**src/design/tilt_angle_from_reference_macros.svh**
```systemverilog
// Assertion macros for the tilt angle block.
// Used by files that assert; expects clk_i and rst_ni in scope.
`ifndef TILT_ANGLE_FROM_REFERENCE_MACROS_SVH
`define TILT_ANGLE_FROM_REFERENCE_MACROS_SVH

// Clocked check, off while in reset
`define TAFR_ASSERT(lbl, prop, msg) \
  lbl: assert property (@(posedge clk_i) disable iff (!rst_ni) (prop)) \
    else $error(msg);

// Same-cycle implication
`define TAFR_ASSERT_IMP(lbl, ante, cons, msg) \
  `TAFR_ASSERT(lbl, (ante) |-> (cons), msg)

`endif

```
**src/design/tafr_pkg.sv**
```systemverilog
// Shared constants, types and arctangent table for the tilt angle pipeline.
// No dependencies.
package tafr_pkg;

  localparam int unsigned DW              = 16;  // sample and register width
  localparam int unsigned PW              = 2 * DW + 1;  // dot/cross product width
  localparam int unsigned PRE_SHIFT       = 24;  // fixed-point prescale
  localparam int unsigned CW              = 60;  // CORDIC vector width
  localparam int unsigned ZW              = 32;  // angle accumulator width
  localparam int unsigned AW              = 15;  // output angle width
  localparam int unsigned TW              = 17;  // rounded angle before wrap
  localparam int unsigned TABLE_LEN       = 24;
  localparam int unsigned ANGLE_STEPS_DEF = 16;

  localparam logic signed [ZW-1:0] DEG180     = 32'sd754974720;
  localparam logic signed [ZW-1:0] DEG360     = 32'sd1509949440;
  localparam logic [TW-1:0]        ANGLE_WRAP = 17'd23040;
  localparam logic [ZW:0]          ROUND_HALF = 33'd32768;

  localparam logic [DW-1:0] REF_X_RESET = 16'd32767;
  localparam logic [DW-1:0] REF_Y_RESET = 16'd0;

  typedef enum logic [0:0] {
    REG_REF_X = 1'b0,
    REG_REF_Y = 1'b1
  } cfg_reg_e;

  // One word in flight through the rotation stages
  typedef struct packed {
    logic                 zero;
    logic signed [CW-1:0] re;
    logic signed [CW-1:0] im;
    logic signed [ZW-1:0] z;
  } rot_t;

  // atan(2^-i) in degrees, scaled by 2^22
  function automatic logic signed [ZW-1:0] atan_entry(input int unsigned idx);
    logic signed [ZW-1:0] v;
    case (idx)
      0:  v = 32'sd188743680;
      1:  v = 32'sd111421900;
      2:  v = 32'sd58872272;
      3:  v = 32'sd29884485;
      4:  v = 32'sd15000234;
      5:  v = 32'sd7507429;
      6:  v = 32'sd3754631;
      7:  v = 32'sd1877430;
      8:  v = 32'sd938729;
      9:  v = 32'sd469366;
      10: v = 32'sd234683;
      11: v = 32'sd117342;
      12: v = 32'sd58671;
      13: v = 32'sd29335;
      14: v = 32'sd14668;
      15: v = 32'sd7334;
      16: v = 32'sd3667;
      17: v = 32'sd1833;
      18: v = 32'sd917;
      19: v = 32'sd458;
      20: v = 32'sd229;
      21: v = 32'sd115;
      22: v = 32'sd57;
      23: v = 32'sd29;
      default: v = '0;
    endcase
    return v;
  endfunction

endpackage

```
**src/design/tafr_rot_stage.sv**
```systemverilog
// One vectoring CORDIC iteration, registered.
// Depends on tafr_pkg.
module tafr_rot_stage import tafr_pkg::*; #(
  parameter int unsigned STEP = 0
) (
  input  logic clk_i,
  input  logic rst_ni,
  input  logic valid_i,
  output logic ready_o,
  input  rot_t data_i,
  output logic valid_o,
  input  logic ready_i,
  output rot_t data_o
);

  logic                 valid_q;
  rot_t                 data_q, data_d;
  logic signed [CW-1:0] re_s, im_s, dre, dim;
  logic signed [ZW-1:0] atan_c;

  assign ready_o = !valid_q || ready_i;

  // arithmetic shifts by the iteration index
  assign re_s   = data_i.re;
  assign im_s   = data_i.im;
  assign dre    = im_s >>> STEP;
  assign dim    = re_s >>> STEP;
  assign atan_c = atan_entry(STEP);

  // rotate toward the x axis, steering on the sign of im
  always_comb begin
    data_d.zero = data_i.zero;
    if (!im_s[CW-1]) begin
      data_d.re = re_s + dre;
      data_d.im = im_s - dim;
      data_d.z  = data_i.z + atan_c;
    end else begin
      data_d.re = re_s - dre;
      data_d.im = im_s + dim;
      data_d.z  = data_i.z - atan_c;
    end
  end

  always_ff @(posedge clk_i or negedge rst_ni) begin
    if (!rst_ni) begin
      valid_q <= 1'b0;
    end else if (ready_o) begin
      valid_q <= valid_i;
    end
  end

  always_ff @(posedge clk_i) begin
    if (ready_o && valid_i) begin
      data_q <= data_d;
    end
  end

  assign valid_o = valid_q;
  assign data_o  = data_q;

endmodule

```
**config.mk**
```make
export PLATFORM = sky130hd
export DESIGN_NAME = tafr_rot_stage
export DESIGN_NICKNAME = d
export VERILOG_FILES = /design/src/design/tilt_angle_from_reference_macros.svh /design/src/design/tafr_pkg.sv /design/src/design/tafr_rot_stage.sv
export SDC_FILE = /design/constraint.sdc
export NUM_CORES = 1
export LEC_CHECK = 0
export ABC_AREA = 1
export BUFFER_PORTS_ARGS = -buffer_cell sky130_fd_sc_hd__buf_2
export CORE_ASPECT_RATIO = 1.4
export CORE_MARGIN = 4
export CORE_UTILIZATION = 35
export DETAILED_ROUTE_END_ITERATION = 12
export GPL_TIMING_DRIVEN = 0
export PLACE_DENSITY_LB_ADDON = 0.08
export SETUP_SLACK_MARGIN = 0.05
export SLEW_MARGIN = 20
export SYNTH_ARGS = -nofsm -noshare
export SYNTH_HDL_FRONTEND = slang
export SYNTH_SLANG_ARGS = --single-unit
```
**constraint.sdc**
```tcl
create_clock -name clk_i -period 15.9 [get_ports clk_i]
set_input_delay 1.59 -clock clk_i [delete_from_list [all_inputs] [get_ports clk_i]]
set_output_delay 1.59 -clock clk_i [all_outputs]
set_load 0.02 [all_outputs]
```
### Word level (Yosys, flattened, before mapping)

Index checks and enable logic that the tools add are counted.

* muxes and demuxes: 1
* $add $sub $neg: 5
* reduce and logical (&&, ||, !) cells: 3

Operators with widths (count)
* $mux 152: 1
* $sub 60x60->60: 2
* $add 60x60->60: 1
* $add 32x29->32 const B: 1
* $sub 32x29->32 const B: 1
* $logic_and 1x1->1: 1
* $logic_not 1->1: 1
* $logic_or 1x1->1: 1

* register bits: 154
* output and inout port bits: 155
* logic and storage cells: 14

### Logic depth before layout (Yosys ltp)

* depth in word-level cells: 3
* gate-level depth with buffers: 18

### Least setup slack after synthesis

Ideal clock, no wire load.

* path kind: input-to-reg
* start point: input port valid_i
* end point: register data_q, in the netlist data_o[0], enable pin
* stages on the path: 2
* path buffers: 0
* setup slack: 6245 ps
* arrival time: 8941 ps
* path through: inv_1 a21oi_1

* cells in the longest elaborated chain, start to end: 1

Ends and longest elaborated chain
* start: declaration: line tafr_rot_stage.sv:8 `input logic valid_i,`
* $logic_and 1x1->1: line tafr_rot_stage.sv:53 `if (ready_o && valid_i) begin`
* end signal: assignment: line tafr_rot_stage.sv:54 `data_q <= data_d;`
* end: declaration: line tafr_rot_stage.sv:17 `rot_t data_q, data_d;`

No other way between the ends.
A chain may end at the register's enable or synchronous reset.

==> summary.txt <==
Logic synthesis
  – Syn_nets: 4041
  – Yosys top cell by area: nand2_1
  – Mapped cell area: 0.0220 mm²
  – Post-synthesis sequential area ratio: 20.8%
  – Yosys warnings: 0
  – Post-Synthesis Cells: 3679
  – Library cells used by synthesis: 44
  – Synth Flop Type: edfxtp_1
  – Synthesis-stage register bit count: 153
  – Top cell type's share of synthesized area: 22.1%
  – Post-synth EDFFs: 152
  – Ys async rst share: 0.654%
  – Average size of a mapped cell: 5.99 µm²
  – Synth area leaders: nand2_1 22%, edfxtp_1 21%, inv_1 13%

Placement
  – Placed inst area: 0.0248 mm²
  – Count of input and output buffers: 311
  – Placed Cells: 4822
  – Hpwl dp: slightly below 90 mm
  – Setup WS pre-CTS: 10.67 ns
  – Routability cong.: between 1 and 1.5

Clocking
  – Setup bufs post-CTS: 0
  – Worst skew pair latency: 0.47 ns
  – Register clock-pin slew on the reported worst setup and hold paths: 0.07 ns
  – CTS Buffer Depth: 2
  – Clock Sinks: 153
  – H-tree depth: 4
  – CTS resizes: 0
  – CTS root buf: clkbuf_16
  – TritonCTS clock tree: done
  – # hold bufs at CTS: 0
  – Number of CTS-inserted buffers: 17

Final layout
  – Layout area overhead: 15.4%
  – Post-route insts no fill: 4856
  – Util after Layout: 40.9%
  – Most frequent cells in the layout: 1298 x nand2_1, 757 x inv_1, 324 x buf_2
  – NumNets Final: ~4400
  – Fillers: 7163
  – Most common cell after layout, fill and taps aside: nand2_1
  – Finished Cell Area: 0.0254 mm²
  – Share of cells above drive strength 1: 15.0%

Detailed routing
  – Wire length per cell: 21.0 µm
  – DR pass1 iterations: 7
  – Vias/cell: 4.94
  – Via Count: 24000
  – DRC: 0
  – Routed WL: 102 mm
  – Post-DRT Antenna Nets: 0
  – Initial DRC Count: 1952

GRT
  – GRT Max-Usage Layer: met2
  – M1 GR Usage: 33.3%
  – Initial antenna violation count: 5
  – Number of global-route vias before repair: about 23000
  – Largest net degree at the start of global routing: 24
  – GR Layer Usage met2: 53.2%
  – Total global routing track utilization: 29.5%
  – Remaining Overflow, GRT: 0
  – First-pass GRT wire length: 145 mm
  – Met3 GRT Util: 3.25%

Setup path
  – Crit Path Category: input port to flip-flop
  – Worst Setup Start Kind: input port
  – Worst Path Required: 16.13 ns
  – CP Capture Type: flip-flop
  – Worst Setup SP: data_i[91]
  – Reg2reg path depth: 5
  – Reg-to-Reg End: data_o[139]
  – Max FO, Critical Path: 13
  – Flop-to-flop setup slack: 13.78 ns
  – Crit path DAT: ~5.0 ns
  – Reg-to-Reg Start: valid_o

Job
  – Max-cap viol count: 0

STA
  – Final Hold Vio Count: 0
  – Max-slew violations: 0
  – PnR worst setup slack: 11.18 ns
  – Max frequency: 212 MHz
  – Setup tns final: 0 ns
  – Final setup fails: 0
  – Final hold slack: 0.590 ns
  – Tcrit/Tclk final: 29.7%
  – Worst slew pin tran: roughly 1.2 ns
  – Slew margin rel.: a little under a fifth
  – Skew final: 0.0118 ns
  – Min Tclk post-route: 4.72 ns
  – RSZ-0062 raised after global routing: false

Worst hold path
  – Hold path depth: 2
  – Hold crit path type: flip-flop to flip-flop
  – Min-delay src: valid_o
  – Hold EP: valid_o

Floorplanning
  – Die W: ~220 µm
  – Row count: 108
  – Io pins: around 310
  – Initial Utilization: 35.4%
  – Die height: 305 µm
  – Die area: 0.0671 mm²
  – CORE AREA: 0.0622 mm²

Power
  – Total power: 1.79 mW
  – PD cells: between 70 and 80 mW/mm²
  – Leakage Power: around 14 nW
  – Peak supply drop: 0.0000558 V

Run status
  – Status: completed
## power by group
group          switching, mW  total (mW)  leakage (nW)  internal [mW]
clock                  0.197       0.419         0.280          0.222
sequential           0.00799       0.506          1.46          0.498
combinational          0.617       0.868          12.5          0.252
## cells in the mapped netlist (26+ instances only)
cell         n
edfxtp_1   152
o21bai_1    26
a21oi_1    185
nor2_1     203
buf_4       32
nand4_1     56
nand2_2     27
xor2_1      44
inv_1      757
ha_1       201
nand3_1    280
o21ai_0    138
nor2_2      62
nand2_1   1298
## flip-flops by register name, indices dropped and copies added (netlist names)
name / cells
valid_o: 1
data_o: 152
## worst max-delay path, stage by stage
cell	delay, ns
buf_2	0.15
buf_2	0.22
clkinv_1	0.14
clkbuf_1	0.70
buf_2	0.64
ha_1	0.40
a21oi_1	0.13
o21ai_0	0.15
nand2_1	0.09
nand2_1	0.05
a21oi_1	0.19
nor2_1	0.06
o21ai_0	0.21
nand2_1	0.08
nand2_1	0.06
nand2_1	0.04
## routing by layer
layer | wire length (µm) | share of wire (%)
met3 | 5270 | 5.2
met2 | 50800 | 50
met5 | 22 | 0.022
met4 | 6880 | 6.7
met1 | 39100 | 38
## how the worst max path moves through the flow
stage          slack [ns]  depth (start not counted)           to
2_1_floorplan        6.24                          2    data_o[0]
6_report            11.18                         16   data_o[30]
5_1_grt             10.99                         16   data_o[30]
3_5_place_dp        10.67                         16   data_o[30]
3_3_place_gp         2.34                          3  data_o[133]
4_1_cts             11.18                         16   data_o[30]
## cell type report
class	instances	area, µm²	share of cell area (%)
flip-flops and latches	153	4590	18.1
inverters	782	2940	11.6
diodes	2	5.00	0.0197
multi-input cells	2660	13900	54.7
repair buffers	318	1750	6.88
clock inverters	14	154	0.606
plain buffers	84	618	2.43
well taps	825	1030	4.06
clock buffers	18	429	1.69
## cell families (layout without fill, tap and decap cells)
group	Yosys count	after routing	synth area share (%)
xor gates and xnor gates	49	49	1.95
other	0	2	0
buffers and inverters	866	1216	16.1
AOI/OAI and AO/OA	396	396	9.64
adders and majority gates	205	205	11.8
and+or+nand+nor	2010	2010	39.7
DFF	153	153	20.8
(Power assumes the default switching activity.)
