$ cat src/design/tilt_angle_from_reference_macros.svh
// Assertion macros for the tilt angle block.
// Used by files that assert; expects clk_i and rst_ni in scope.
`ifndef TILT_ANGLE_FROM_REFERENCE_MACROS_SVH
`define TILT_ANGLE_FROM_REFERENCE_MACROS_SVH

// Clocked check, off while in reset
`define TAFR_ASSERT(lbl, prop, msg) \
  lbl: assert property (@(posedge clk_i) disable iff (!rst_ni) (prop)) \
    else $error(msg);

// Same-cycle implication
`define TAFR_ASSERT_IMP(lbl, ante, cons, msg) \
  `TAFR_ASSERT(lbl, (ante) |-> (cons), msg)

`endif

$ cat src/design/tafr_pkg.sv
// Shared constants, types and arctangent table for the tilt angle pipeline.
// No dependencies.
package tafr_pkg;

  localparam int unsigned DW              = 16;  // sample and register width
  localparam int unsigned PW              = 2 * DW + 1;  // dot/cross product width
  localparam int unsigned PRE_SHIFT       = 24;  // fixed-point prescale
  localparam int unsigned CW              = 60;  // CORDIC vector width
  localparam int unsigned ZW              = 32;  // angle accumulator width
  localparam int unsigned AW              = 15;  // output angle width
  localparam int unsigned TW              = 17;  // rounded angle before wrap
  localparam int unsigned TABLE_LEN       = 24;
  localparam int unsigned ANGLE_STEPS_DEF = 16;

  localparam logic signed [ZW-1:0] DEG180     = 32'sd754974720;
  localparam logic signed [ZW-1:0] DEG360     = 32'sd1509949440;
  localparam logic [TW-1:0]        ANGLE_WRAP = 17'd23040;
  localparam logic [ZW:0]          ROUND_HALF = 33'd32768;

  localparam logic [DW-1:0] REF_X_RESET = 16'd32767;
  localparam logic [DW-1:0] REF_Y_RESET = 16'd0;

  typedef enum logic [0:0] {
    REG_REF_X = 1'b0,
    REG_REF_Y = 1'b1
  } cfg_reg_e;

  // One word in flight through the rotation stages
  typedef struct packed {
    logic                 zero;
    logic signed [CW-1:0] re;
    logic signed [CW-1:0] im;
    logic signed [ZW-1:0] z;
  } rot_t;

  // atan(2^-i) in degrees, scaled by 2^22
  function automatic logic signed [ZW-1:0] atan_entry(input int unsigned idx);
    logic signed [ZW-1:0] v;
    case (idx)
      0:  v = 32'sd188743680;
      1:  v = 32'sd111421900;
      2:  v = 32'sd58872272;
      3:  v = 32'sd29884485;
      4:  v = 32'sd15000234;
      5:  v = 32'sd7507429;
      6:  v = 32'sd3754631;
      7:  v = 32'sd1877430;
      8:  v = 32'sd938729;
      9:  v = 32'sd469366;
      10: v = 32'sd234683;
      11: v = 32'sd117342;
      12: v = 32'sd58671;
      13: v = 32'sd29335;
      14: v = 32'sd14668;
      15: v = 32'sd7334;
      16: v = 32'sd3667;
      17: v = 32'sd1833;
      18: v = 32'sd917;
      19: v = 32'sd458;
      20: v = 32'sd229;
      21: v = 32'sd115;
      22: v = 32'sd57;
      23: v = 32'sd29;
      default: v = '0;
    endcase
    return v;
  endfunction

endpackage

$ cat src/design/tafr_front.sv
// Front end: products, dot/cross sums, half-plane fold and prescale (3 stages).
// Depends on tafr_pkg.
module tafr_front import tafr_pkg::*; (
  input  logic                 clk_i,
  input  logic                 rst_ni,
  input  logic                 valid_i,
  output logic                 ready_o,
  input  logic signed [DW-1:0] sample_x_i,
  input  logic signed [DW-1:0] sample_y_i,
  input  logic signed [DW-1:0] ref_x_i,
  input  logic signed [DW-1:0] ref_y_i,
  output logic                 valid_o,
  input  logic                 ready_i,
  output rot_t                 data_o
);

  logic                   a_valid_q, b_valid_q, c_valid_q;
  logic                   a_ready, b_ready, c_ready;
  logic                   a_zero_q, b_zero_q;
  logic signed [2*DW-1:0] a_xrx_q, a_yry_q, a_yrx_q, a_xry_q;
  logic signed [2*DW-1:0] xrx_d, yry_d, yrx_d, xry_d;
  logic                   zero_d;
  logic signed [PW-1:0]   b_re_q, b_im_q, re_d, im_d;
  logic signed [CW-1:0]   re_ext, im_ext;
  rot_t                   c_d, c_q;

  // stage readiness: a stage takes a word when empty or draining
  assign a_ready = !a_valid_q || b_ready;
  assign b_ready = !b_valid_q || c_ready;
  assign c_ready = !c_valid_q || ready_i;
  assign ready_o = a_ready;

  // stage A: four products and the degenerate-vector flag
  assign xrx_d  = sample_x_i * ref_x_i;
  assign yry_d  = sample_y_i * ref_y_i;
  assign yrx_d  = sample_y_i * ref_x_i;
  assign xry_d  = sample_x_i * ref_y_i;
  assign zero_d = ((sample_x_i == '0) && (sample_y_i == '0)) ||
                  ((ref_x_i == '0) && (ref_y_i == '0));

  // stage B: dot product (re) and cross product (im)
  assign re_d = {a_xrx_q[2*DW-1], a_xrx_q} + {a_yry_q[2*DW-1], a_yry_q};
  assign im_d = {a_yrx_q[2*DW-1], a_yrx_q} - {a_xry_q[2*DW-1], a_xry_q};

  // stage C: prescale, fold left half-plane onto right with 180 deg offset
  assign re_ext = {{(CW-PW-PRE_SHIFT){b_re_q[PW-1]}}, b_re_q, {PRE_SHIFT{1'b0}}};
  assign im_ext = {{(CW-PW-PRE_SHIFT){b_im_q[PW-1]}}, b_im_q, {PRE_SHIFT{1'b0}}};

  always_comb begin
    c_d.zero = b_zero_q;
    if (b_re_q[PW-1]) begin
      c_d.re = -re_ext;
      c_d.im = -im_ext;
      c_d.z  = DEG180;
    end else begin
      c_d.re = re_ext;
      c_d.im = im_ext;
      c_d.z  = '0;
    end
  end

  // valid bits
  always_ff @(posedge clk_i or negedge rst_ni) begin
    if (!rst_ni) begin
      a_valid_q <= 1'b0;
      b_valid_q <= 1'b0;
      c_valid_q <= 1'b0;
    end else begin
      if (a_ready) a_valid_q <= valid_i;
      if (b_ready) b_valid_q <= a_valid_q;
      if (c_ready) c_valid_q <= b_valid_q;
    end
  end

  // payload
  always_ff @(posedge clk_i) begin
    if (a_ready && valid_i) begin
      a_xrx_q  <= xrx_d;
      a_yry_q  <= yry_d;
      a_yrx_q  <= yrx_d;
      a_xry_q  <= xry_d;
      a_zero_q <= zero_d;
    end
    if (b_ready && a_valid_q) begin
      b_re_q   <= re_d;
      b_im_q   <= im_d;
      b_zero_q <= a_zero_q;
    end
    if (c_ready && b_valid_q) begin
      c_q <= c_d;
    end
  end

  assign valid_o = c_valid_q;
  assign data_o  = c_q;

endmodule

$ cat config.mk
export PLATFORM = sky130hd
export DESIGN_NAME = tafr_front
export DESIGN_NICKNAME = d
export VERILOG_FILES = /design/src/design/tilt_angle_from_reference_macros.svh /design/src/design/tafr_pkg.sv /design/src/design/tafr_front.sv
export SDC_FILE = /design/constraint.sdc
export NUM_CORES = 2
export LEC_CHECK = 0
export BUFFER_PORTS_ARGS = -buffer_cell sky130_fd_sc_hd__buf_2
export CAP_MARGIN = 5
export CORE_MARGIN = 10
export CORE_UTILIZATION = 40
export CTS_BUF_LIST = sky130_fd_sc_hd__clkbuf_4 sky130_fd_sc_hd__clkbuf_8
export CTS_CLUSTER_DIAMETER = 100
export DETAILED_ROUTE_END_ITERATION = 7
export PLACE_DENSITY = 0.67
export SLEW_MARGIN = 0
export SYNTH_ARGS = -nofsm -noshare
export SYNTH_HDL_FRONTEND = slang
export SYNTH_SLANG_ARGS = --single-unit
export TNS_END_PERCENT = 20
$ cat constraint.sdc
create_clock -name clk_i -period 8.1 [get_ports clk_i]
set_input_delay 0.81 -clock clk_i [delete_from_list [all_inputs] [get_ports clk_i]]
set_output_delay 0.81 -clock clk_i [all_outputs]
set_load 0.01 [all_outputs]
After elaboration in Yosys (flattened, before gate mapping)
Cells that the tools add are included.
- add/sub/neg operators: 4
- multiply operators: 4
- div/mod/pow operators: 0
- magnitude comparators: 0
- eq/ne operators: 0
- shift-type cells: 0
- muxes and demuxes: 1
- bitwise operators: 0
- reduce and logical (&&, ||, !) cells: 16
- operators with widths (operator ; number):
    $mux W148 ; 1
    $mul A16 B16 Y32 ; 4
    $neg A57 Y60 ; 2
    $logic_not A16 Y1 ; 4
    $add A32 B32 Y33 ; 1
    $sub A32 B32 Y33 ; 1
    $logic_and A1 B1 Y1 ; 5
    $logic_or A1 B1 Y1 ; 4
    $logic_not A1 Y1 ; 3
- flip-flop bits (word level): 352
- bits in latches: 0
- RAM bits: 0
- bits in read-only memories: 0
- input port bits: 68
- output and inout port bits: 155
- word-level logic and storage cells: 42
- memories kept: 0

Depth between registers and ports, before layout
- depth after elaboration: 5
- mapped depth: 23
- mapped depth without buffers: 21

Least setup slack after synthesis
No wires, ideal clock.
- kind: input to register
- start: in ref_x_i[7]
- end: reg a_xrx_q[31], data pin
- library setup time: 0.256 ns
- arrival time: 6.484 ns
- data required time: 7.844 ns
- path slack: 1.360 ns
- stages: 23
- path buffers: 2
- cell sequence: clkbuf_1 nand2_1 fa_1 inv_1 fa_1 inv_1 fa_1 inv_1 fa_1 fa_1 inv_1 fa_1 inv_1 ha_1 a2111oi_0 o31ai_1 o21ai_1 o311ai_1 and4_1 clkbuf_1 a311o_1 a2111o_1 o211a_1
- longest elaborated chain between the ends: 1
- RTL lines (item ; line ; text):
    start: declaration ; tafr_front.sv:10 ; input logic signed [DW-1:0] ref_x_i,
    $mul A16 B16 Y32 ; tafr_front.sv:34 ; assign xrx_d = sample_x_i * ref_x_i;
    named net xrx_d[31] ; tafr_front.sv:21 ; logic signed [2*DW-1:0] xrx_d, yry_d, yrx_d, xry_d;
    end signal: assignment ; tafr_front.sv:78 ; a_xrx_q <= xrx_d;
    end: declaration ; tafr_front.sv:20 ; logic signed [2*DW-1:0] a_xrx_q, a_yry_q, a_yrx_q, a_xry_q;
The timed path passes the listed nets, and every way through them passes these cells.
A chain may end at the register's enable or synchronous reset.

Worst setup path after layout
- start: in ref_x_i[7]
- end: reg a_xrx_q[30], data pin
The elaborated chain is that of the path after synthesis.

==> results.toml <==
[global_route]
grt_util_met2_pct = 29.2
first_global_vias = 39368
antenna_found_initial = 25
top_usage_layer = "met2"
met3_usage_pct = 3.03
grt_max_degree = 75
grt_usage_pct = 18.0
grt_first_pass_wirelength_um = 213000
grt.overflow.total = 0
grt_util_met1_pct = 24.4

[cts]
numCtsBuffers = 49
cts_tree = "built"
cts_num_sinks = 273
cts-root-buf = "clkbuf_8"
ctsHoldBuffers = 1
cts_setup_buffers = 0
htree_levels = 2
clkTransAtPathRegs_ns = 0.06
clock_path_buffers = 3
clk_latency_ns = 0.66
post_cts_resized = 0

[routing]
routedWlPerCell_um = 18.1
route.vias.total = 37051
vias_per_cell = 5.12
ant_nets = 0
first_pass_iters = 6
drt_iter0_drc = 2713
drcViolationCount = 0
finalWirelength_um = 131000

[sta]
fmax_mhz = 142
hold_viol = 0
rsz0062_at_grt = "false"
fin_crit_sh_pct = 86.8
finalSetupViolCount = 0
fin_skew_ns = 0.0273
setup_slack_ns = 1.07
tns_ns = 0
worst_pin_slew_ns = 1.10
whs_ns = 0.422
fin_crit_ns = 7.03
slew_headroom_pct = 26.8
slew_viol_final = 0

[floorplan]
fp.dieW_um = 384
core-area_mm2 = 0.131
start_util_pct = 40.2
fp-row-count = 133
die_area_mm2 = 0.147
die_h_um = 384
ios = 223

[synth]
synthesis.area_per_instance_um2 = 9.81
synth_top_area_share_pct = 39.7
yosysWarnings = 0
synth_cell_types = 80
synth_async_sr_flop_share_pct = 1.10
synthFlopType = "edfxtp_1"
ys_ff_latch = 273
synth_area_mm2 = 0.0529
synth_top_cell_by_area = "fa_1"
synthCells = 5394
synth_edf_count = 270
synthTopCellsByArea = "fa_1 (40%), edfxtp_1 (15%), ha_1 (9.3%), inv_1 (8.5%), and2_1 (6.0%)"
yosysSeqAreaShare_pct = 15.5

[setup_path]
r2r_cells = 8
critPathLaunch = "ref_x_i[7]"
crit_path_end_kind = "flop"
r2r_start = "a_xrx_q[1]"
cp_max_fo = 27
r2r-end = "b_re_q[29]"
cp-start-kind = "input pin"
critPathArrivalTime_ns = 7.46
rrSetupSlack_ns = 4.70
critPathCapture = "a_xrx_q[30]"
worstPathRequired_ns = 8.53
worst-setup-path-type = "in -> reg"

[job]
max_cap_viol_count = 0

[finish]
syn2layout_area_growth_pct = 6.10
final_layout_size_suffix_gt1_share_pct = 5.63
fillerInstances = 12653
num-nets-final = 6948
mostFrequentLayoutCell = "inv_1"
final_cell_mix = "inv_1 (1196), fa_1 (1050), nand2_1 (551)"

[placement]
pre_cts_ws_ns = 0.484
io_buffers = 146
gp_congestion = 0.877
post-dp-hpwl_um = 104000

[hold_path]
hold_path_class = "in -> reg"

[run_status]
status = "completed"
## layout make-up
class / instances / area (µm²) / area share, %
antenna: 10 / 25.0 / 0.0446
inverter: 1197 / 4490 / 8.00
sequential: 273 / 8180 / 14.6
clock buffer: 62 / 772 / 1.38
timing repair buffer: 196 / 1110 / 1.97
multi-input combinational: 3719 / 39200 / 69.8
clock inverter: 27 / 186 / 0.332
tap: 1755 / 2200 / 3.91
## how the worst min path moves through the flow
stage / start / to / cells after the start
global placement: b_zero_q / data_o[152] / 0
detailed placement: a_zero_q / b_zero_q / 0
floorplan: a_zero_q / b_zero_q / 0
finish: valid_i / a_valid_q / 2
CTS: valid_i / a_valid_q / 2
global route: valid_i / a_valid_q / 2
## per-stage QoR
stage               util [%]  cell area (µm²)  cells
global placement        41.9            55100   7139
finish                  42.7            56100   7239
global route            42.7            56100   7237
floorplan                  -            53200   5472
detailed placement      41.9            55100   7139
CTS                     42.7            56100   7229
## registers in the layout, indices dropped and copies added, names as in the netlist
register	flops
data_o	74
a_xrx_q	32
a_yrx_q	32
b_im_q	33
a_xry_q	32
a_zero_q	1
b_zero_q	1
a_yry_q	32
b_re_q	33
b_valid_q	1
valid_o	1
a_valid_q	1
## worst max-delay path, cell delays in order
cell      delay (ns)
buf_2           0.60
nand2_1         0.18
fa_1            0.56
inv_1           0.05
fa_1            0.50
inv_1           0.06
fa_1            0.53
inv_1           0.05
fa_1            0.39
fa_1            0.51
inv_1           0.05
fa_1            0.47
inv_1           0.04
ha_1            0.34
a21oi_1         0.15
o21ai_0         0.15
or3_1           0.34
nor3_1          0.51
o21ai_0         0.40
nand3_1         0.23
nand2_1         0.10
o311ai_0        0.39
## kinds of logic (layout without fill, tap and decap cells)
family,count (synthesis),in the layout,synth area share (%)
simple gates,1425,1425,13.7
mux,1,1,0.0189
xor+xnor,242,242,4.01
fa+ha+maj,1444,1444,49.0
other cells,1,89,0.00709
flops,273,273,15.5
buf+inv,1480,1482,11.1
compound gates,528,528,6.67
## cells in the mapped netlist (33+ instances only)
master	n
xnor2_1	195
ha_1	394
fa_1	1050
xor2_1	47
o21ai_0	106
a21o_1	56
nand2_1	551
nor2_1	127
edfxtp_1	270
inv_1	1196
buf_4	79
nor3_1	33
a21oi_1	127
nand2b_1	43
clkbuf_1	203
and2_1	508
## metal layers
layer	vias to the layer above	share of wire (%)
li1	16503	-
met1	19022	42
met2	1249	47
met3	247	7.4
met4	30	3.2
met5	-	0.15
Power is left out: the tool's default activity adds up to more than one toggle a clock period on the data nets, which glitch-free logic cannot reach.
