===== src/design/tilt_angle_from_reference_macros.svh =====
// Assertion macros for the tilt angle block.
// Used by files that assert; expects clk_i and rst_ni in scope.
`ifndef TILT_ANGLE_FROM_REFERENCE_MACROS_SVH
`define TILT_ANGLE_FROM_REFERENCE_MACROS_SVH

// Clocked check, off while in reset
`define TAFR_ASSERT(lbl, prop, msg) \
  lbl: assert property (@(posedge clk_i) disable iff (!rst_ni) (prop)) \
    else $error(msg);

// Same-cycle implication
`define TAFR_ASSERT_IMP(lbl, ante, cons, msg) \
  `TAFR_ASSERT(lbl, (ante) |-> (cons), msg)

`endif


===== src/design/tafr_pkg.sv =====
// Shared constants, types and arctangent table for the tilt angle pipeline.
// No dependencies.
package tafr_pkg;

  localparam int unsigned DW              = 16;  // sample and register width
  localparam int unsigned PW              = 2 * DW + 1;  // dot/cross product width
  localparam int unsigned PRE_SHIFT       = 24;  // fixed-point prescale
  localparam int unsigned CW              = 60;  // CORDIC vector width
  localparam int unsigned ZW              = 32;  // angle accumulator width
  localparam int unsigned AW              = 15;  // output angle width
  localparam int unsigned TW              = 17;  // rounded angle before wrap
  localparam int unsigned TABLE_LEN       = 24;
  localparam int unsigned ANGLE_STEPS_DEF = 16;

  localparam logic signed [ZW-1:0] DEG180     = 32'sd754974720;
  localparam logic signed [ZW-1:0] DEG360     = 32'sd1509949440;
  localparam logic [TW-1:0]        ANGLE_WRAP = 17'd23040;
  localparam logic [ZW:0]          ROUND_HALF = 33'd32768;

  localparam logic [DW-1:0] REF_X_RESET = 16'd32767;
  localparam logic [DW-1:0] REF_Y_RESET = 16'd0;

  typedef enum logic [0:0] {
    REG_REF_X = 1'b0,
    REG_REF_Y = 1'b1
  } cfg_reg_e;

  // One word in flight through the rotation stages
  typedef struct packed {
    logic                 zero;
    logic signed [CW-1:0] re;
    logic signed [CW-1:0] im;
    logic signed [ZW-1:0] z;
  } rot_t;

  // atan(2^-i) in degrees, scaled by 2^22
  function automatic logic signed [ZW-1:0] atan_entry(input int unsigned idx);
    logic signed [ZW-1:0] v;
    case (idx)
      0:  v = 32'sd188743680;
      1:  v = 32'sd111421900;
      2:  v = 32'sd58872272;
      3:  v = 32'sd29884485;
      4:  v = 32'sd15000234;
      5:  v = 32'sd7507429;
      6:  v = 32'sd3754631;
      7:  v = 32'sd1877430;
      8:  v = 32'sd938729;
      9:  v = 32'sd469366;
      10: v = 32'sd234683;
      11: v = 32'sd117342;
      12: v = 32'sd58671;
      13: v = 32'sd29335;
      14: v = 32'sd14668;
      15: v = 32'sd7334;
      16: v = 32'sd3667;
      17: v = 32'sd1833;
      18: v = 32'sd917;
      19: v = 32'sd458;
      20: v = 32'sd229;
      21: v = 32'sd115;
      22: v = 32'sd57;
      23: v = 32'sd29;
      default: v = '0;
    endcase
    return v;
  endfunction

endpackage


===== src/design/tafr_finish.sv =====
// Back end: wrap negative angles, round to 1/64 degree, wrap 360 to 0 (2 stages).
// Depends on tafr_pkg.
module tafr_finish import tafr_pkg::*; (
  input  logic          clk_i,
  input  logic          rst_ni,
  input  logic          valid_i,
  output logic          ready_o,
  input  rot_t          data_i,
  output logic          valid_o,
  input  logic          ready_i,
  output logic [AW-1:0] angle_o,
  output logic          valid_res_o
);

  logic                 f_valid_q, o_valid_q;
  logic                 f_ready, o_ready;
  logic                 f_zero_q;
  logic signed [ZW-1:0] z_pos_d;
  logic [ZW-1:0]        f_z_q;
  logic [ZW:0]          z_round;
  logic [TW-1:0]        t_raw, t_wrap;
  logic [AW-1:0]        angle_d, angle_q;
  logic                 valid_res_q;

  assign o_ready = !o_valid_q || ready_i;
  assign f_ready = !f_valid_q || o_ready;
  assign ready_o = f_ready;

  // stage F: bring the accumulator into [0, 360)
  assign z_pos_d = data_i.z[ZW-1] ? (data_i.z + DEG360) : data_i.z;

  // stage O: round half up, fold a full turn to zero
  assign z_round = {1'b0, f_z_q} + ROUND_HALF;
  assign t_raw   = z_round[ZW:ZW-TW+1];
  assign t_wrap  = (t_raw >= ANGLE_WRAP) ? (t_raw - ANGLE_WRAP) : t_raw;
  assign angle_d = f_zero_q ? '0 : t_wrap[AW-1:0];

  always_ff @(posedge clk_i or negedge rst_ni) begin
    if (!rst_ni) begin
      f_valid_q <= 1'b0;
      o_valid_q <= 1'b0;
    end else begin
      if (f_ready) f_valid_q <= valid_i;
      if (o_ready) o_valid_q <= f_valid_q;
    end
  end

  always_ff @(posedge clk_i) begin
    if (f_ready && valid_i) begin
      f_z_q    <= z_pos_d;
      f_zero_q <= data_i.zero;
    end
    if (o_ready && f_valid_q) begin
      angle_q     <= angle_d;
      valid_res_q <= !f_zero_q;
    end
  end

  assign valid_o     = o_valid_q;
  assign angle_o     = angle_q;
  assign valid_res_o = valid_res_q;

endmodule


===== config.mk =====
export PLATFORM = sky130hd
export DESIGN_NAME = tafr_finish
export DESIGN_NICKNAME = d
export VERILOG_FILES = /design/src/design/tilt_angle_from_reference_macros.svh /design/src/design/tafr_pkg.sv /design/src/design/tafr_finish.sv
export SDC_FILE = /design/constraint.sdc
export NUM_CORES = 1
export LEC_CHECK = 0
export BUFFER_PORTS_ARGS = -buffer_cell sky130_fd_sc_hd__buf_4
export CAP_MARGIN = 40
export CORE_ASPECT_RATIO = 1.4
export CORE_MARGIN = 3
export CORE_UTILIZATION = 42
export DETAILED_ROUTE_END_ITERATION = 12
export MAX_ROUTING_LAYER = met4
export PLACE_DENSITY = 0.93
export SLEW_MARGIN = 20
export SYNTH_ARGS = -nofsm -noshare
export SYNTH_HDL_FRONTEND = slang
export SYNTH_SLANG_ARGS = --single-unit

===== constraint.sdc =====
create_clock -name clk_i -period 5.6 [get_ports clk_i]
set_input_delay 0.84 -clock clk_i [delete_from_list [all_inputs] [get_ports clk_i]]
set_output_delay 0.84 -clock clk_i [all_outputs]
set_load 0.005 [all_outputs]

# --- Word-level counts from Yosys, hierarchy flattened ---
# Index checks and enable logic that the tools add are counted.
totals:
  wordCells: 20
  ff_bits: 51
  input_bits: 157
  out_inout_bits: 18
op_classes:
  n_addsub: 3
  mux: 2
  reduce_logical: 7
  magnitude_cmp: 1
ops:
  columns: ["cell", "n"]
  rows:
  - ["adder 32 x 16 -> 33 bit (second input constant)", 1]
  - ["adder 32 bit (second input constant)", 1]
  - ["2-to-1 mux 31 bit", 1]
  - [">= comparator 17 x 15 -> 1 bit (second input constant)", 1]
  - ["2-to-1 mux 15 bit", 1]
  - ["subtractor 15 bit (second input constant)", 1]
  - ["logical NOT 1 bit", 3]
  - ["logical AND 1 bit", 2]
  - ["logical OR 1 bit", 2]

# --- Depth between registers and ports, before layout ---
# Gate-level depths: netlist of the first run.
depth:
  word_depth: 4
  mapped_depth: 10
  depth_no_buf: 10

# --- Least setup slack after synthesis of the first run ---
# OpenSTA, ideal clock, no wires.
synth_path:
  kind: "register to register"
  start: "register f_z_q[16]"
  end: "register angle_q[12], in the netlist angle_o[12] (data pin)"
  synth_period_minus_slack_ns: 2.777
  path_stages_with_launch: 11
  n_path_buf: 1
  path_slack_ns: 2.823
  t_arrival_ns: 2.515
  required_ns: 5.338
  setup_time_ns: 0.262
  cell_sequence: "edfxtp_1 ha_1 nand4_2 or4_4 buf_6 nor2_8 xor2_4 a22oi_2 and3_4 a211oi_2 mux2_1"
synth_between:
  elab_chain_cells: 3
  word_cells_on_any_way: 4
  classes_between: "add/sub: 2; order compare: 1; mux: 1"
synth_rtl:
  columns: ["item", "line_no", "text"]
  rows:
  - ["from (decl)", "tafr_finish.sv:19", "logic [ZW-1:0] f_z_q;"]
  - ["from (signal assigned)", "tafr_finish.sv:50", "f_z_q <= z_pos_d;"]
  - ["adder 32 x 16 -> 33 bit *", "tafr_finish.sv:33", "assign z_round = {1'b0, f_z_q} + ROUND_HALF;"]
  - ["subtractor 15 bit / >= comparator 17 x 15 -> 1 bit (equally long branches)", "tafr_finish.sv:35", "assign t_wrap = (t_raw >= ANGLE_WRAP) ? (t_raw - ANGLE_WRAP) : t_raw;"]
  - ["2-to-1 mux 15 bit *", "tafr_finish.sv:35", null]
  - ["to (signal assigned)", "tafr_finish.sv:54", "angle_q <= angle_d;"]
  - ["to (decl)", "tafr_finish.sv:22", "logic [AW-1:0] angle_d, angle_q;"]
# Every way passes the cells marked *; elsewhere a longest branch is shown, timed or not.
# A chain may end at the register's enable or synchronous reset.

# --- Worst setup path in the final report of the first run ---
layout_path:
  start: "register f_z_q[15]"
  end: "register angle_q[12], in the netlist angle_o[12] (data pin)"
# Same word-level chain as after synthesis.

==> results of run 1 <==
[power groups by stage]
stage	Sequential (mW)	Combinational [mW]	Clock [mW]
after floorplan	0.341	0.0663	0
after global placement	0.347	0.0999	0
after detailed placement	0.348	0.103	0
after CTS	0.342	0.103	0.180
after global routing	0.345	0.114	0.195
final	0.342	0.102	0.174
[layout make-up]
class	count	area, um^2
multi-input combinational	143	989.7
tap	62	77.57
clock inverter	3	18.77
inverter	4	15.01
clock buffer	5	68.82
fill	408	2147
sequential	36	1071
timing repair buffer	39	292.8
[routing by layer]
metal / part of all wire / vias to the layer above / wire (um)
li1: - / 777 / -
met1: 0.40 / 680 / 1423
met2: 0.52 / 38 / 1839
met3: 0.054 / 6 / 190
met4: 0.018 / 0 / 65
met5: 0 / - / 0
[cell usage in the layout (no fill, tap or decap), drive strengths merged, types with 2 or more instances in the layout]
cell     n
nand2   16
nand2b   6
a31oi    3
nor4     2
xor2     7
and3     2
and4     4
a211oi   2
ha       3
nand4    6
edfxtp  34
dfrtp    2
xnor2   14
nor3     5
a21oi   10
nand3b   2
nor2b    4
and2     7
clkbuf   5
mux2     2
nor2    20
buf     39
nand3    7
or4      2
inv      4
mux2i    3
o21ai    4
clkinv   3
[registers in the layout, indices dropped and copies added (netlist names)]
signal and cells:
valid_res_o 1, angle_o 15, f_zero_q 1, f_valid_q 1, f_z_q 17, valid_o 1
[critical path: cells and delay by family (launching register included)]
family | cells | cell delay (ns)
compound gates | 4 | 0.51
fa+ha+maj | 2 | 0.58
flops | 1 | 0.46
xor+xnor | 1 | 0.36
simple gates | 2 | 0.49
mux | 1 | 0.33
[cell families after synthesis]
kind of cell	count (synthesis)
AO/OA/AOI/OAI	27
flip-flops	36
XOR/XNOR	21
multiplexers	5
adder cells (fa/ha/maj)	3
buffers and inverters	10
AND/OR/NAND/NOR	87
[worst max-delay path by stage]
| stage | start | to | slack (ns) | cells after the start |
|---|---|---|---|---|
| CTS | f_z_q[15] | angle_o[12] | 2.64 | 10 |
| global placement | f_z_q[16] | angle_o[12] | 2.68 | 9 |
| global route | f_z_q[15] | angle_o[12] | 2.42 | 10 |
| floorplan | f_z_q[16] | angle_o[12] | 2.82 | 10 |
| detailed placement | f_z_q[16] | angle_o[12] | 2.66 | 9 |
| finish | f_z_q[15] | angle_o[12] | 2.62 | 10 |
==> flow_summary.json, run 1 <==
{
  "numPortBuffers": 39,
  "tns_ns": 0,
  "synth_top_cell_by_area": "edfxtp_1",
  "fin_util": 0.5413,
  "synth_area_mm2": 0.002112,
  "pwr-share-seq": 0.553,
  "grt_start_max_net_pins": 19,
  "final_cell_count_no_fill": 292,
  "rr_worst_depth": 10,
  "clock_sinks": 36,
  "place_ws_ns": 2.660,
  "place_area_mm2": 0.002446,
  "grt_usage": 0.1347,
  "synth-edff-count": 34,
  "drv_slew": 0,
  "worst_slew_pin_slew_ns": 0.7585,
  "initial_core_util": 0.4512,
  "gp_congestion": 0.8821,
  "path_cells": "ha_1 > and4_1 > and4_1 > xnor2_1 > ha_1 > a21oi_1 > a22oi_2 > a31oi_1 > a211oi_2 > mux2_1",
  "die-area_mm2": 0.005927,
  "netlist_instances": 189,
  "cts_buffers": 5,
  "status": "finished clean",
  "ys_top_cells_by_area": "edfxtp_1 48%, xnor2_1 5.8%, nor2_1 3.4%",
  "postRouteAntennaNets": 0,
  "ys_ff_latch": 36,
  "drive_gt1_frac": 0.2609,
  "fin_crit_sh": 0.5314,
  "avgRoutedWirePerCell_um": 12.05,
  "postLayoutCellArea_mm2": 0.002534,
  "yosys_warnings": 0,
  "worst_path_max_delay_cell": "edfxtp_1",
  "finClkSkew_ns": 0.008972,
  "ctsResizeCount": 0,
  "cts-root-buf": "clkbuf_8",
  "clk_pin_slew_ns": 0.07,
  "crit_fanout": 5,
  "grt_pass1_vias": 1378,
  "dp_cells": 284,
  "postCtsSetupBuffers": 0,
  "synthTopCellsByCount": "34 x edfxtp_1, 19 x nor2_1, 16 x nand2_1",
  "syn_to_final_growth_pct": 19.96,
  "synth-compound-area-share": 0.09360,
  "h-tree-depth": 2,
  "hpwl_um": 2870,
  "fp.coreArea_mm2": 0.004681,
  "period_needed_ns": 2.976,
  "internal-power_uw": 463.6,
  "ys_seq_area_frac": 0.5071,
  "ctsHoldBuffers": 0,
  "power.share.clock": 0.282,
  "max-cap-violations": 0,
  "nets": 389,
  "hold_violations": 0,
  "timing.final.ws_setup_ns": 2.624,
  "async_flop_share": 0.05556,
  "clock.fmax_mhz": 336.0,
  "cts_tree": "yes",
  "drtIter0Drc": 24,
  "slew_headroom": 0.4944,
  "die_h_um": 89.91,
  "grt_use_met2": 0.2251,
  "pin_count": 175,
  "power_uw": 618.3,
  "detailroute.via_count": 1501,
  "top_usage_layer": "met2",
  "netlist.area_leader.share": 0.4834,
  "worstPathArrival_ns": 3.02,
  "crit_required_ns": 5.64,
  "grt_use_met3": 0.03616,
  "switchingPower_uw": 154.7,
  "ff2ff_setup_slack_ns": 2.62,
  "cts_max_path_buffers": 2,
  "rows": 29,
  "setup_violations": 0,
  "worst_setup_path_start_kind": "flip-flop",
  "timing.rr.start": "f_z_q[15]",
  "worst_r2r_endpoint": "angle_o[12]",
  "n_antenna_cell": 0,
  "yosys_most_used_dff": "edfxtp_1",
  "switching_share": 0.2501,
  "syn_avg_cell_area_um2": 11.17,
  "slowest_delay_ns": 0.46,
  "rsz0062_at_grt": "false",
  "power_per_cell_area_mw_per_mm2": 244.0,
  "p_leak_nw": 0.9508,
  "clk_latency_ns": 0.28,
  "vias_per_cell": 5.140,
  "worst_setup_path_end_kind": "flip-flop",
  "synthMuxAreaShare": 0.02488,
  "combPwrFrac": 0.165,
  "hold-worst-slack_ns": 0.3184,
  "syn_nets": 349,
  "yosysUniqueCellTypes": 48,
  "die_width_um": 65.93,
  "dr.pass1.iters": 4,
  "grt_overflow": 0,
  "grtUsageMet1": 0.1490,
  "hold_path_class": "in -> async",
  "synthSimpleGateAreaFrac": 0.2364,
  "synthMostInstantiatedCell": "edfxtp_1",
  "synth_adder_area_share": 0.01777,
  "ir_drop_mv": 0.1148,
  "drcViolationCount": 0,
  "grt_first_pass_wirelength_um": 6051,
  "drt_wl_total_um": 3519,
  "grt_antenna_before_repair": 0,
  "synthXorXnorAreaFrac": 0.09597,
  "worstSetupPathType": "reg -> reg",
  "synth_top_family_by_area": "simple AND/OR/NAND/NOR gates"
}
(Power assumes the default switching activity.)
==> run 2, diff against run 1 <==
Settings changed: ABC_AREA set to 1, CORE_UTILIZATION 42 to 35, PLACE_DENSITY 0.93 to 0.84.
Clock period 5.6 ns to 2.63 ns, I/O delays scaled along.
==> flow_summary.json, run 2 <==
{
  "nets": 434,
  "dr.pass1.iters": 4,
  "drtIter0Drc": 134,
  "cts_buffers": 5,
  "die_h_um": 97.07,
  "crit_fanout": 7,
  "layout_commonest_cell": "nand2_1",
  "path_cells": "ha_2 > nand2_1 > nor2_4 > nand3_1 > nand2_1 > nand2_1 > inv_1 > ha_1 > inv_1 > nand3_2 > nand2_1 > a21oi_4 > nand2_4 > nand2_1 > a21oi_2",
  "fin_util": 0.4571,
  "gp_congestion": 0.8497,
  "place_area_mm2": 0.002451,
  "worst_setup_path_start_kind": "flip-flop",
  "async_flop_share": 0.05556,
  "path_common_cell": "nand2_1",
  "grt_antenna_before_repair": 0,
  "n_antenna_cell": 0,
  "cts_max_path_buffers": 2,
  "rsz0062_at_grt": "false",
  "syn_to_final_growth_pct": 23.60,
  "worst_slew_pin_slew_ns": 0.6309,
  "h-tree-depth": 2,
  "slowest_delay_ns": 0.39,
  "timing.rr.start": "f_z_q[16]",
  "wl_met3_um": 185,
  "drt-met1-wl_um": 1486,
  "grt_first_pass_wirelength_um": 6203,
  "synthMostInstantiatedCell": "nand2_1",
  "seqCellArea_mm2": 0.001071,
  "syn_nets": 385,
  "status": "finished clean",
  "synth_area_mm2": 0.002073,
  "worstSetupPathType": "reg -> reg",
  "ys_ff_latch": 36,
  "detailroute.via_count": 1585,
  "grt_overflow": 0,
  "fp.coreArea_mm2": 0.005605,
  "wl_met2_um": 1919,
  "initial_core_util": 0.3699,
  "hpwl_um": 2994,
  "period_needed_ns": 2.359,
  "ys_top_cells_by_area": "edfxtp_1 49%, nand2_1 9.8%, inv_1 5.3%",
  "worst_r2r_endpoint": "angle_o[11]",
  "cts_tree": "yes",
  "ir_drop_mv": 0.2758,
  "ff2ff_setup_slack_ns": 0.27,
  "drcViolationCount": 0,
  "hold_violations": 0,
  "max-cap-violations": 0,
  "postLayoutCellArea_mm2": 0.002562,
  "die_width_um": 71.05,
  "hold_path_class": "in -> reg",
  "yosysUniqueCellTypes": 30,
  "multiInputGateArea_um2": 877.1,
  "clock.fmax_mhz": 423.9,
  "clk_pin_slew_ns": 0.07,
  "setup_violations": 0,
  "p_leak_nw": 1.102,
  "yosys_warnings": 0,
  "drv_slew": 0,
  "ys_seq_area_frac": 0.5166,
  "netlist.area_leader.share": 0.4925,
  "power_per_cell_area_mw_per_mm2": 530.2,
  "dp_cells": 331,
  "fin_crit_sh": 0.8970,
  "worstPathArrival_ns": 2.38,
  "netlist_instances": 225,
  "avgRoutedWirePerCell_um": 10.72,
  "holdPathStages": 1,
  "worst_setup_path_end_kind": "flip-flop",
  "largest_reg_flops": 17,
  "vias_per_cell": 4.635,
  "grt_start_max_net_pins": 19,
  "clock_sinks": 36,
  "grt_pass1_vias": 1455,
  "yosys_most_used_dff": "edfxtp_1",
  "postRouteAntennaNets": 0,
  "rows": 32,
  "rr_worst_depth": 15,
  "synthTopCellsByCount": "54 x nand2_1, 34 x edfxtp_1, 29 x inv_1",
  "drive_gt1_frac": 0.2847,
  "power_mw": 1.359,
  "hold_path_end": "f_z_q[22]",
  "tns_ns": 0,
  "grt_usage": 0.1172,
  "layout.cells.most_common_list": "54 x nand2_1, 43 x buf_4, 34 x edfxtp_1, 29 x inv_1",
  "worst_path_max_delay_cell": "edfxtp_1",
  "numPortBuffers": 39,
  "drt_wl_total_um": 3665,
  "die-area_mm2": 0.006896,
  "finClkSkew_ns": 0.006322,
  "fillCellCount": 563,
  "clk_latency_ns": 0.29,
  "syn_avg_cell_area_um2": 9.214,
  "cts-root-buf": "clkbuf_8",
  "synth-edff-count": 34,
  "min_from": "data_i[22]",
  "crit_required_ns": 2.65,
  "pin_count": 175,
  "slew_headroom": 0.5789,
  "final_cell_count_no_fill": 342,
  "top_layer_used": "met4",
  "top_register": "f_z_q",
  "synth_top_cell_by_area": "edfxtp_1"
}
run 2: metrics by stage:
stage / hold slack, ns / setup slack, ns
floorplan: 0.09891 / 0.5123
CTS: 0.2742 / 0.2062
global route: 0.2651 / 0.0002585
global placement: 0.1766 / 0.2942
finish: 0.2835 / 0.2708
detailed placement: 0.1799 / 0.2257
run 2: power by group:
part           switching (mW)  total [mW]  internal, mW
sequential             0.0363       0.738         0.702
combinational           0.146       0.269         0.123
clock                   0.177       0.351         0.174
run 2: cell type report:
class                           count  area share
Clock buffer                        5     0.02686
Clock inverter                      2    0.002930
Inverter                           32     0.04687
Multi-Input combinational cell    155      0.3423
Sequential cell                    36      0.4180
Tap cell                           68     0.03320
Timing Repair Buffer               44      0.1299
run 2: cells by family after synthesis:
| logic type | Yosys count | share of synthesized area |
|---|---|---|
| buf+inv | 34 | 0.06155 |
| fa+ha+maj | 3 | 0.01811 |
| simple gates | 118 | 0.2830 |
| xor+xnor | 11 | 0.04647 |
| compound gates | 23 | 0.07423 |
| flops | 36 | 0.5166 |
run 2: critical path, delay by kind of cell, from the launching register on:
| family | cells | cell delay [ns] |
|---|---|---|
| compound gates | 2 | 0.32 |
| flops | 1 | 0.39 |
| simple gates | 9 | 0.86 |
| buf+inv | 2 | 0.18 |
| fa+ha+maj | 2 | 0.36 |
run 2: timing repair:
item | in CTS | in global routing
endpoints found under the hold margin | 2 | 0
resized for setup | 0 | 1
hold buffers | 1 | 0
buffers inserted | 0 | 3
endpoints found under the setup margin | 0 | 5
run 2: routing by layer:
layer  global-route usage  vias to the layer above
li1                     -                      846
met1               0.1265                      699
met2               0.1966                       34
met3              0.03106                        6
met4              0.05644                        0
met5                    -                        -
run 2: worst max-delay path by stage:
stage                  end  slack [ns]       from  cells after the start
2_1_floorplan  angle_o[13]        0.51  f_z_q[15]                     15
5_1_grt        angle_o[13]      0.0003  f_z_q[21]                     14
3_3_place_gp   angle_o[12]        0.29  f_z_q[16]                     15
4_1_cts        angle_o[11]        0.21  f_z_q[15]                     15
6_report       angle_o[11]        0.27  f_z_q[16]                     15
3_5_place_dp   angle_o[11]        0.23  f_z_q[16]                     15
==> run 3, diff against run 2 <==
--- a/config.mk
+++ b/config.mk
@@ -11,8 +11,9 @@
 export CORE_ASPECT_RATIO = 1.4
 export CORE_MARGIN = 3
-export CORE_UTILIZATION = 35
+export CORE_UTILIZATION = 36
+export CTS_BUF_LIST = sky130_fd_sc_hd__clkbuf_2
 export DETAILED_ROUTE_END_ITERATION = 12
 export MAX_ROUTING_LAYER = met4
-export PLACE_DENSITY = 0.84
+export PLACE_DENSITY = 0.86
 export SLEW_MARGIN = 20
 export SYNTH_ARGS = -nofsm -noshare
==> constraint.sdc (replaced) <==
create_clock -name clk_i -period 2.63 [get_ports clk_i]
set_input_delay 0.6575 -clock clk_i [delete_from_list [all_inputs] [get_ports clk_i]]
set_output_delay 0.6575 -clock clk_i [all_outputs]
set_load 0.005 [all_outputs]
==> flow_summary.json, run 3 (synthesis results as in run 2) <==
{
  "status": "finished clean",
  "layout.cells.most_common_list": "54 x nand2_1, 44 x buf_4, 34 x edfxtp_1, 28 x inv_1",
  "grt_overflow": 0,
  "multiInputGateArea_um2": 882.1,
  "vias_per_cell": 4.738,
  "setup_violations": 0,
  "grt_pass1_vias": 1592,
  "finClkSkew_ns": 0.01464,
  "ff2ff_setup_slack_ns": 0.23,
  "hold_path_class": "in -> reg",
  "syn_to_final_growth_pct": 23.66,
  "crit_fanout": 7,
  "die-area_mm2": 0.006718,
  "grt_first_pass_wirelength_um": 6679,
  "cp_top_family": "simple AND/OR/NAND/NOR gates",
  "worstSetupPathType": "reg -> reg",
  "h-tree-depth": 2,
  "grt_antenna_before_repair": 0,
  "cts_tree": "yes",
  "power_mw": 1.351,
  "drcViolationCount": 0,
  "slew_headroom": 0.5721,
  "avgRoutedWirePerCell_um": 10.92,
  "power_per_cell_area_mw_per_mm2": 527.0,
  "cts_buffers": 5,
  "worstSetupPathDepth": 15,
  "worst_setup_path_end_kind": "flip-flop",
  "fp.coreArea_mm2": 0.005525,
  "gp_congestion": 0.8590,
  "detailroute.via_count": 1630,
  "cts_max_path_buffers": 2,
  "fin_crit_sh": 0.9129,
  "n_antenna_cell": 0,
  "cp.buffers_inverters": 3,
  "postRouteAntennaNets": 0,
  "initial_core_util": 0.3752,
  "fillCellCount": 547,
  "die_width_um": 70.14,
  "worstPathArrival_ns": 2.55,
  "timing.rr.start": "f_z_q[15]",
  "ir_drop_mv": 0.2776,
  "rows": 32,
  "fin_util": 0.4640,
  "path_cells": "ha_2 > nand2_1 > nor2_4 > buf_4 > nand4_1 > nand2_1 > inv_2 > ha_1 > inv_1 > nand3_2 > nand2_1 > a21oi_4 > nand2_4 > nand2_1 > a21oi_2",
  "min_from": "data_i[17]",
  "rsz0062_at_grt": "false",
  "seqCellArea_mm2": 0.001071,
  "dr.pass1.iters": 4,
  "die_h_um": 95.79,
  "hpwl_um": 3072,
  "crit_required_ns": 2.78,
  "worst_setup_path_start_kind": "flip-flop",
  "worst_r2r_endpoint": "angle_o[9]",
  "path_common_cell": "nand2_1",
  "nets": 435,
  "holdPathStages": 1,
  "cts-root-buf": "clkbuf_2",
  "drv_slew": 0,
  "clk_pin_slew_ns": 0.18,
  "drt_wl_total_um": 3758,
  "clk_latency_ns": 0.39,
  "p_leak_nw": 1.111,
  "max-cap-violations": 0,
  "tns_ns": 0,
  "largest_reg_flops": 17,
  "period_needed_ns": 2.401,
  "grt_usage": 0.1288,
  "rr_worst_depth": 15,
  "clock.fmax_mhz": 416.5,
  "worst_slew_pin_slew_ns": 0.6412,
  "hold_violations": 0,
  "slowest_delay_ns": 0.46,
  "top_register": "f_z_q",
  "layout_commonest_cell": "nand2_1",
  "pin_count": 175,
  "hold_path_end": "f_z_q[17]",
  "drive_gt1_frac": 0.3007,
  "drtIter0Drc": 78,
  "numPortBuffers": 39,
  "worst_path_max_delay_cell": "edfxtp_1",
  "grt_start_max_net_pins": 19,
  "clock_sinks": 36
}
## run 3: stage by stage
stage	cell area [um^2]	setup WS (ns)	hold WS [ns]	std cells
after floorplan	2073	0.5123	0.3619	225
after global placement	2451	0.2893	0.4396	331
after detailed placement	2451	0.1896	0.4428	331
after CTS	2526	0.1703	0.4145	340
after global routing	2564	0.01802	0.3746	344
final	2564	0.2290	0.4372	344
## run 3: what timing repair did
| item | in CTS | in global routing |
|---|---|---|
| hold buffers | 1 | 0 |
| setup buffers | 0 | 4 |
| endpoints found under the hold margin | 2 | 0 |
| setup endpoints to repair | 0 | 5 |
| gates resized for setup | 0 | 3 |
## run 3: worst max path at each step
stage | start | end | slack (ns)
finish | f_z_q[15] | angle_o[9] | 0.23
global placement | f_z_q[16] | angle_o[9] | 0.29
CTS | f_z_q[15] | angle_o[12] | 0.17
detailed placement | f_z_q[15] | angle_o[12] | 0.19
floorplan | f_z_q[15] | angle_o[13] | 0.51
global route | f_z_q[15] | angle_o[9] | 0.02
## run 3: power breakdown
group,total (mW),switching [mW],internal (mW)
clock network,0.341,0.178,0.164
logic,0.271,0.148,0.123
registers,0.739,0.0380,0.701
## run 3: area by class of cell
class                      count  area share
tap                           68     0.03319
timing repair buffer          45      0.1327
multi-input combinational    155      0.3441
clock inverter                 2     0.01367
clock buffer                   6     0.01171
inverter                      32     0.04685
sequential                    36      0.4178
## run 3: routing by layer
layer | up-vias | global-route usage | routed length (um) | share of wire
met5 | - | - | 0 | 0
met1 | 737 | 0.1328 | 1500 | 0.40
met4 | 0 | 0.06869 | 86 | 0.023
met2 | 37 | 0.2279 | 1994 | 0.53
met3 | 6 | 0.03030 | 177 | 0.047
li1 | 850 | - | - | -
